### src/rtl/core/rthsv_pkg.sv
// shared types and constants for the rgb to hsv converter
`timescale 1ns / 1ps

package rthsv_pkg;

  // field widths of the pixel and result beats
  localparam int CHAN_W = 8;
  localparam int HUE_W  = 15;
  localparam int SAT_W  = 13;

  // default fixed point formats
  localparam int HUE_FRAC_BITS_DEF = 6;
  localparam int SAT_FRAC_BITS_DEF = 12;

  // sector offsets in degrees
  localparam int DEG_60  = 60;
  localparam int DEG_120 = 120;
  localparam int DEG_240 = 240;
  localparam int DEG_360 = 360;

  // which channel holds the maximum
  typedef enum logic [1:0] {
    SEC_RED,
    SEC_GREEN,
    SEC_BLUE
  } sector_t;

endpackage

### src/rtl/core/rgb_to_hsv_convert_core.sv
// rgb to hsv converter: pipelined max/min, sector numerator and two long dividers
`timescale 1ns / 1ps

// usage
//   in channel: one rgb pixel per beat on red_byte, green_byte, blue_byte,
//   taken when in_valid is high and in_stall is low
//   out channel: hue_angle (degrees, HUE_FRAC_BITS fraction bits),
//   saturation_level (SAT_FRAC_BITS fraction bits) and value_level,
//   one result beat per pixel, in order
//   path: a pixel moves through stage a, the divider setup register, the
//   divider stages and the output register before out_valid rises
//   throughput: one pixel per cycle unless out_stall holds a result beat;
//   the depth is set by the restoring dividers, one quotient bit per stage
//   stalls: the whole pipeline freezes while a result beat waits under
//   out_stall, and in_stall is raised in that same cycle; bubbles freeze
//   with it, so a new pixel is taken whenever the output register is empty
//   or drains
//   reset: rst clears every stage valid bit; no pixel is in flight afterward
//   black and grey pixels give zero hue and saturation; a hue that rounds to
//   a full circle wraps to zero; results wider than the ports are truncated
module rgb_to_hsv_convert_core #(
  parameter int HUE_FRAC_BITS = rthsv_pkg::HUE_FRAC_BITS_DEF,
  parameter int SAT_FRAC_BITS = rthsv_pkg::SAT_FRAC_BITS_DEF
) (
  input  logic                         clk,
  input  logic                         rst,
  // pixel channel
  input  logic                         in_valid,
  output logic                         in_stall,
  input  logic [rthsv_pkg::CHAN_W-1:0] red_byte,
  input  logic [rthsv_pkg::CHAN_W-1:0] green_byte,
  input  logic [rthsv_pkg::CHAN_W-1:0] blue_byte,
  // result channel
  output logic                         out_valid,
  input  logic                         out_stall,
  output logic [rthsv_pkg::HUE_W-1:0]  hue_angle,
  output logic [rthsv_pkg::SAT_W-1:0]  saturation_level,
  output logic [rthsv_pkg::CHAN_W-1:0] value_level
);

  // quotient widths: hue quotient is twice the hue (one extra bit for rounding)
  localparam int QH     = HUE_FRAC_BITS + 10;
  localparam int QS     = SAT_FRAC_BITS + 2;
  localparam int NDIV   = (QH > QS) ? QH : QS;
  localparam int HUE_XW = (QH > rthsv_pkg::HUE_W) ? QH : rthsv_pkg::HUE_W;
  localparam int SAT_XW = (QS > rthsv_pkg::SAT_W) ? QS : rthsv_pkg::SAT_W;
  localparam logic [QH-1:0] HUE_FULL = QH'(rthsv_pkg::DEG_360) << HUE_FRAC_BITS;
  localparam logic [QS-1:0] SAT_ONE  = QS'(1) << SAT_FRAC_BITS;

  // one enable for the whole pipeline: move unless the result beat is held
  logic adv;
  assign adv      = !out_valid || !out_stall;
  assign in_stall = !adv;

  // ---------------------------------------------------------------------
  // stage a: max, min, spread, sector and signed channel difference
  // ---------------------------------------------------------------------
  logic                 r_ge_g, r_ge_b, g_ge_b;
  logic [7:0]           hi_c, lo_c;
  rthsv_pkg::sector_t   sec_c;
  logic signed [8:0]    diff_c;

  assign r_ge_g = red_byte >= green_byte;
  assign r_ge_b = red_byte >= blue_byte;
  assign g_ge_b = green_byte >= blue_byte;

  always_comb begin
    // ties go to red first, then green
    if (r_ge_g && r_ge_b) begin
      sec_c  = rthsv_pkg::SEC_RED;
      hi_c   = red_byte;
      diff_c = $signed({1'b0, green_byte}) - $signed({1'b0, blue_byte});
    end else if (g_ge_b) begin
      sec_c  = rthsv_pkg::SEC_GREEN;
      hi_c   = green_byte;
      diff_c = $signed({1'b0, blue_byte}) - $signed({1'b0, red_byte});
    end else begin
      sec_c  = rthsv_pkg::SEC_BLUE;
      hi_c   = blue_byte;
      diff_c = $signed({1'b0, red_byte}) - $signed({1'b0, green_byte});
    end
    if (!r_ge_g && !r_ge_b) begin
      lo_c = red_byte;
    end else if (!g_ge_b) begin
      lo_c = green_byte;
    end else begin
      lo_c = blue_byte;
    end
    if (r_ge_g && g_ge_b) begin
      lo_c = blue_byte;
    end else if (r_ge_b && !r_ge_g) begin
      lo_c = blue_byte;
    end
    if (!r_ge_g && !g_ge_b) begin
      lo_c = red_byte;
    end
    if (r_ge_b && !g_ge_b) begin
      lo_c = green_byte;
    end
    if (!r_ge_b && r_ge_g) begin
      lo_c = green_byte;
    end
    if (!r_ge_b && !r_ge_g) begin
      lo_c = red_byte;
    end
  end

  logic               a_vld;
  logic [7:0]         a_hi;
  logic [7:0]         a_spread;
  rthsv_pkg::sector_t a_sec;
  logic signed [8:0]  a_diff;

  always_ff @(posedge clk) begin
    if (rst) begin
      a_vld <= 1'b0;
    end else if (adv) begin
      a_vld <= in_valid;
    end
  end

  always_ff @(posedge clk) begin
    if (adv) begin
      a_hi     <= hi_c;
      a_spread <= hi_c - lo_c;
      a_sec    <= sec_c;
      a_diff   <= diff_c;
    end
  end

  // ---------------------------------------------------------------------
  // stage b: hue numerator in degrees times spread, divider setup
  // ---------------------------------------------------------------------
  logic [16:0]        sx;
  logic [16:0]        base_term;
  logic signed [15:0] diff60;
  logic signed [17:0] num_w;
  logic [16:0]        num;

  assign sx     = 17'(a_spread);
  assign diff60 = 16'(a_diff) * 16'(rthsv_pkg::DEG_60);

  always_comb begin
    unique case (a_sec)
      rthsv_pkg::SEC_RED: begin
        // negative red-sector hue is lifted by a full circle
        base_term = a_diff[8] ? sx * 17'(rthsv_pkg::DEG_360) : '0;
      end
      rthsv_pkg::SEC_GREEN: base_term = sx * 17'(rthsv_pkg::DEG_120);
      rthsv_pkg::SEC_BLUE:  base_term = sx * 17'(rthsv_pkg::DEG_240);
      default:              base_term = '0;
    endcase
  end

  assign num_w = $signed({1'b0, base_term}) + 18'(diff60);
  assign num   = num_w[16:0];

  // divider stage arrays, index 0 is the setup register
  logic [7:0]    h_rem  [NDIV+1];
  logic [QH-1:0] h_pend [NDIV+1];
  logic [7:0]    s_rem  [NDIV+1];
  logic [QS-1:0] s_pend [NDIV+1];
  logic [7:0]    d_hi   [NDIV+1];
  logic [7:0]    d_spr  [NDIV+1];
  logic          d_zero [NDIV+1];
  logic          vld    [NDIV+1];

  always_ff @(posedge clk) begin
    if (rst) begin
      vld[0] <= 1'b0;
    end else if (adv) begin
      vld[0] <= a_vld;
    end
  end

  // 2*num << frac over spread: top bits start as remainder, rest shift in
  always_ff @(posedge clk) begin
    if (adv) begin
      h_rem[0]  <= num[16:9];
      h_pend[0] <= {num[8:0], {(HUE_FRAC_BITS + 1){1'b0}}};
      s_rem[0]  <= {1'b0, a_spread[7:1]};
      s_pend[0] <= {a_spread[0], {(SAT_FRAC_BITS + 1){1'b0}}};
      d_hi[0]   <= a_hi;
      d_spr[0]  <= a_spread;
      d_zero[0] <= (a_spread == 8'd0);
    end
  end

  // ---------------------------------------------------------------------
  // restoring divider stages, one quotient bit each; the shorter divider
  // idles in the leading stages so both finish together
  // ---------------------------------------------------------------------
  for (genvar k = 1; k <= NDIV; k++) begin : g_div
    logic [8:0] h_trial, s_trial;
    logic       h_ge, s_ge;

    assign h_trial = {h_rem[k-1], h_pend[k-1][QH-1]};
    assign s_trial = {s_rem[k-1], s_pend[k-1][QS-1]};
    assign h_ge    = h_trial >= {1'b0, d_spr[k-1]};
    assign s_ge    = s_trial >= {1'b0, d_hi[k-1]};

    always_ff @(posedge clk) begin
      if (rst) begin
        vld[k] <= 1'b0;
      end else if (adv) begin
        vld[k] <= vld[k-1];
      end
    end

    always_ff @(posedge clk) begin
      if (adv) begin
        d_hi[k]   <= d_hi[k-1];
        d_spr[k]  <= d_spr[k-1];
        d_zero[k] <= d_zero[k-1];
        if (k > NDIV - QH) begin
          h_rem[k]  <= h_ge ? 8'(h_trial - {1'b0, d_spr[k-1]}) : h_trial[7:0];
          h_pend[k] <= {h_pend[k-1][QH-2:0], h_ge};
        end else begin
          h_rem[k]  <= h_rem[k-1];
          h_pend[k] <= h_pend[k-1];
        end
        if (k > NDIV - QS) begin
          s_rem[k]  <= s_ge ? 8'(s_trial - {1'b0, d_hi[k-1]}) : s_trial[7:0];
          s_pend[k] <= {s_pend[k-1][QS-2:0], s_ge};
        end else begin
          s_rem[k]  <= s_rem[k-1];
          s_pend[k] <= s_pend[k-1];
        end
      end
    end
  end

  // ---------------------------------------------------------------------
  // output stage: round half up, wrap a full circle, force grey to zero
  // ---------------------------------------------------------------------
  logic [QH:0]   h_sum;
  logic [QH-1:0] h_rnd, h_wrap;
  logic [QS:0]   s_sum;
  logic [QS-1:0] s_rnd;

  assign h_sum  = {1'b0, h_pend[NDIV]} + 1'b1;
  assign h_rnd  = h_sum[QH:1];
  assign h_wrap = (h_rnd >= HUE_FULL) ? h_rnd - HUE_FULL : h_rnd;
  assign s_sum  = {1'b0, s_pend[NDIV]} + 1'b1;
  assign s_rnd  = s_sum[QS:1];

  logic [QH-1:0] hue_q;
  logic [QS-1:0] sat_q;
  logic [7:0]    val_q;

  always_ff @(posedge clk) begin
    if (rst) begin
      out_valid <= 1'b0;
    end else if (adv) begin
      out_valid <= vld[NDIV];
    end
  end

  always_ff @(posedge clk) begin
    if (adv) begin
      hue_q <= d_zero[NDIV] ? '0 : h_wrap;
      sat_q <= d_zero[NDIV] ? '0 : s_rnd;
      val_q <= d_hi[NDIV];
    end
  end

  logic [HUE_XW-1:0] hue_x;
  logic [SAT_XW-1:0] sat_x;

  assign hue_x            = HUE_XW'(hue_q);
  assign sat_x            = SAT_XW'(sat_q);
  assign hue_angle        = hue_x[rthsv_pkg::HUE_W-1:0];
  assign saturation_level = sat_x[rthsv_pkg::SAT_W-1:0];
  assign value_level      = val_q;

  // ---------------------------------------------------------------------
  // checks
  // ---------------------------------------------------------------------
  a_hue_range: assert property (@(posedge clk) disable iff (rst)
    out_valid |-> hue_q < HUE_FULL)
    else $error("hue beyond a full circle");

  a_sat_range: assert property (@(posedge clk) disable iff (rst)
    out_valid |-> sat_q <= SAT_ONE)
    else $error("saturation above one");

  a_black: assert property (@(posedge clk) disable iff (rst)
    out_valid && val_q == 8'd0 |-> sat_q == '0 && hue_q == '0)
    else $error("black pixel with nonzero hue or saturation");

  a_grey: assert property (@(posedge clk) disable iff (rst)
    out_valid && sat_q == '0 |-> hue_q == '0)
    else $error("grey pixel with nonzero hue");

  a_freeze: assert property (@(posedge clk) disable iff (rst)
    !adv |=> $stable(vld[0]) && $stable(vld[NDIV]) && $stable(a_vld))
    else $error("stage valid moved during a stall");

endmodule

### config.mk
export PLATFORM = sky130hd
export DESIGN_NAME = rgb_to_hsv_convert_core
export DESIGN_NICKNAME = d
export VERILOG_FILES = /design/src/rtl/core/rthsv_pkg.sv /design/src/rtl/core/rgb_to_hsv_convert_core.sv
export SDC_FILE = /design/constraint.sdc
export NUM_CORES = 2
export LEC_CHECK = 0
export BUFFER_PORTS_ARGS = -buffer_cell sky130_fd_sc_hd__buf_2
export CAP_MARGIN = 25
export CORE_MARGIN = 5
export CORE_UTILIZATION = 50
export CTS_CLUSTER_SIZE = 30
export DETAILED_ROUTE_END_ITERATION = 10
export GPL_TIMING_DRIVEN = 0
export HOLD_SLACK_MARGIN = 0.03
export PLACE_DENSITY = 0.66
export SLEW_MARGIN = 40
export SYNTH_ARGS = -nofsm -noshare
export SYNTH_HDL_FRONTEND = slang
export SYNTH_SLANG_ARGS = --single-unit
### constraint.sdc
create_clock -name clk -period 39.2 [get_ports clk]
set_input_delay 5.88 -clock clk [delete_from_list [all_inputs] [get_ports clk]]
set_output_delay 5.88 -clock clk [all_outputs]
set_load 0.02 [all_outputs]
==> out/metrics.yaml <==
critPathArrivalTime_ns: 6.78
grt_setup_unrepaired: "no"
antenna_found_initial: 0
syn-cell-area_mm2: 0.04426
dieArea_mm2: 0.09457
root_buffer: "clkbuf_16"
firstDrtPassIters: 5
status: "complete, no violations"
fmax_ghz: 0.07901
max_slew_margin_pct: 47.06
gp_congestion: 0.8920
wl_per_cell_um: 15.28
clock_latency_ns: 0.66
cts_resized: 0
clk_pin_slew_ns: 0.06
timing.setup.tns_ns: 0
critical_path_class: "in -> out"
cts_sinks: 864
routed_wirelength_um: 73560
die_h_um: 307.5
post-place-ws_ns: 26.53
grt.total_usage_pct: 15.69
drc: 0
viasPerCell: 5.150
critical_path_buf_inv_count: 3
vias: 24790
syn_inst: 3395
max_slew.worst_pin.slew_ns: 0.7926
dr.first_iter.drc_count: 1166
maxCapViolCount: 0
cts_hold_buf: 0
clk_path_buf_depth: 3
area_growth_pct: 11.98
whs_path_depth: 0
drt.antenna.violating_nets: 0
final-max-slew-violation-count: 0
path_delay_family: "buffers and inverters"
grt_pass1_wl_um: 122600
nets: 4022
num_rows: 109
slowest_stage: "nand2_4"
grt_pass1_vias: 25870
fin_area_mm2: 0.04956
syn_area_per_cell_um2: 13.04
n_fill_cell: 7253
period_share_pct: 32.29
synth-seq-cells: 864
setup_violations: 0
grt_max_degree: 47
ios: 66
multi_input_area_mm2: 0.01644
path_common_cell: "buf_2"
hp-class: "reg -> reg"
start_kind: "input pin"
seqCellArea_mm2: 0.02592
critPathMaxStageDelay_ns: 0.37
dp_hpwl_um: 54570
post_cts_buffers: 0
cp_num_cells: 4
port_buffers: 65
postPlaceCellArea_mm2: 0.04651
hold_viol: 0
worstPathCellList: "buf_2 -> nand2_4 -> inv_1 -> buf_2"
cp-end-kind: "output port"
cp.required_ns: 33.32
synthArstFlopShare_pct: 0
synth_edf_count: 862
overflow: 0
cts_tree: "built"
ys.flop_type: "edfxtp_1"
die_x_um: 307.5
fin_crit_ns: 12.66
diodes: 0
worst_slack_ns: 26.54
skew_ns: 0.03697
coreArea_mm2: 0.08810
htreeDepth: 3
cts_buffers: 91
rr_worst_depth: 18
synth_cell_types: 65
drive_above_1_share_pct: 11.10
worst-path-max-fanout: 32
start_util_pct: 50.23
synth_fp_nets: 3842
yosysWarnings: 0
ys_seq_area_share_pct: 58.58
-- routing by layer --
metal | vias up | wire length [µm] | global-route usage (%)
met1 | 11810 | 28650 | 17.13
met4 | 0 | 2512 | 5.665
met2 | 316 | 40190 | 30.48
met3 | 156 | 2204 | 2.600
li1 | 12510 | - | -
met5 | - | 0 | 0
-- stage by stage --
stage	util (%)	std cells	hold WS, ns
finish	56.25	4813	0.3944
detailed placement	52.79	4647	0.4045
CTS	56.23	4813	0.3880
floorplan	-	3395	0.4003
global route	56.25	4813	0.3975
global placement	52.26	4625	0.4001
-- synth_stat cells (10+ instances only) --
cell,count,area [µm²]
nand2_1,103,386.6
a22oi_1,10,75.07
nand3_1,41,205.2
nand2b_1,35,219.0
a21oi_1,120,600.6
o21ai_0,94,470.5
xor2_1,69,604.3
nand4_1,45,281.5
edfxtp_1,862,25880
clkbuf_1,11,41.29
and2_1,23,143.9
o21ai_1,65,325.3
xnor2_1,131,1147
a21o_1,46,345.3
nor2_1,242,908.4
inv_1,488,1832
nor4_1,31,193.9
fa_1,69,1381
a21boi_0,51,382.9
nor3_1,40,200.2
a211oi_1,13,97.59
o21a_1,76,570.6
a211oi_2,27,337.8
mux2i_1,46,460.4
ha_1,350,4379
nor2b_1,70,437.9
mux2_2,136,1531
-- area by class of cell --
type	count	area share, %
clock inverters	59	1.404
well taps	1165	2.941
plain buffers	19	0.1692
inverters	491	3.719
flip-flops and latches	864	52.31
clock buffers	107	4.716
multi-input cells	2021	33.18
repair buffers	87	1.560
-- state kept, by name (all words and copies together), names as in the netlist --
signal	count
s_rem	104
h_pend	164
out_valid	1
value_level	8
hue_q	15
a_spread	8
s_pend	105
a_vld	1
h_rem	128
d_spr	128
a_diff	9
vld	17
sat_q	13
d_hi	136
a_hi	8
d_zero	17
a_sec	2
-- cells by family after synthesis --
group / share of synthesized area, %
flops: 58.58
simple gates: 7.164
compound gates: 8.405
buf+inv: 4.354
fa+ha+maj: 13.02
xor+xnor: 3.958
mux: 4.526
-- path summary, 6_finish.rpt --
| check | start | to | slack, ns |
|---|---|---|---|
| max reg2reg | a_spread[3]$_DFFE_PN_ | h_rem[0][7]$_DFFE_PN_ | 33.77 |
| min | d_zero[3]$_DFFE_PN_ | d_zero[4]$_DFFE_PN_ | 0.39 |
| max | out_stall | in_stall | 26.54 |
| min reg2reg | d_zero[3]$_DFFE_PN_ | d_zero[4]$_DFFE_PN_ | 0.39 |
-- cells in the final DEF (no fill, tap or decap), drive strengths merged, types with 40 or more instances in the layout --
master / n
edfxtp: 862
inv: 493
ha: 350
nor2: 242
o21ai: 159
mux2: 137
xnor2: 131
a21oi: 120
clkbuf: 118
nand2: 103
buf: 95
o21a: 76
nor2b: 70
xor2: 69
fa: 69
a21boi: 60
a21o: 46
mux2i: 46
nand4: 45
clkinv: 43
nand3: 41
nor3: 40
a211oi: 40
Power is left out: the tool's default activity adds up to more than one toggle a clock period on the data nets, which glitch-free logic cannot reach.
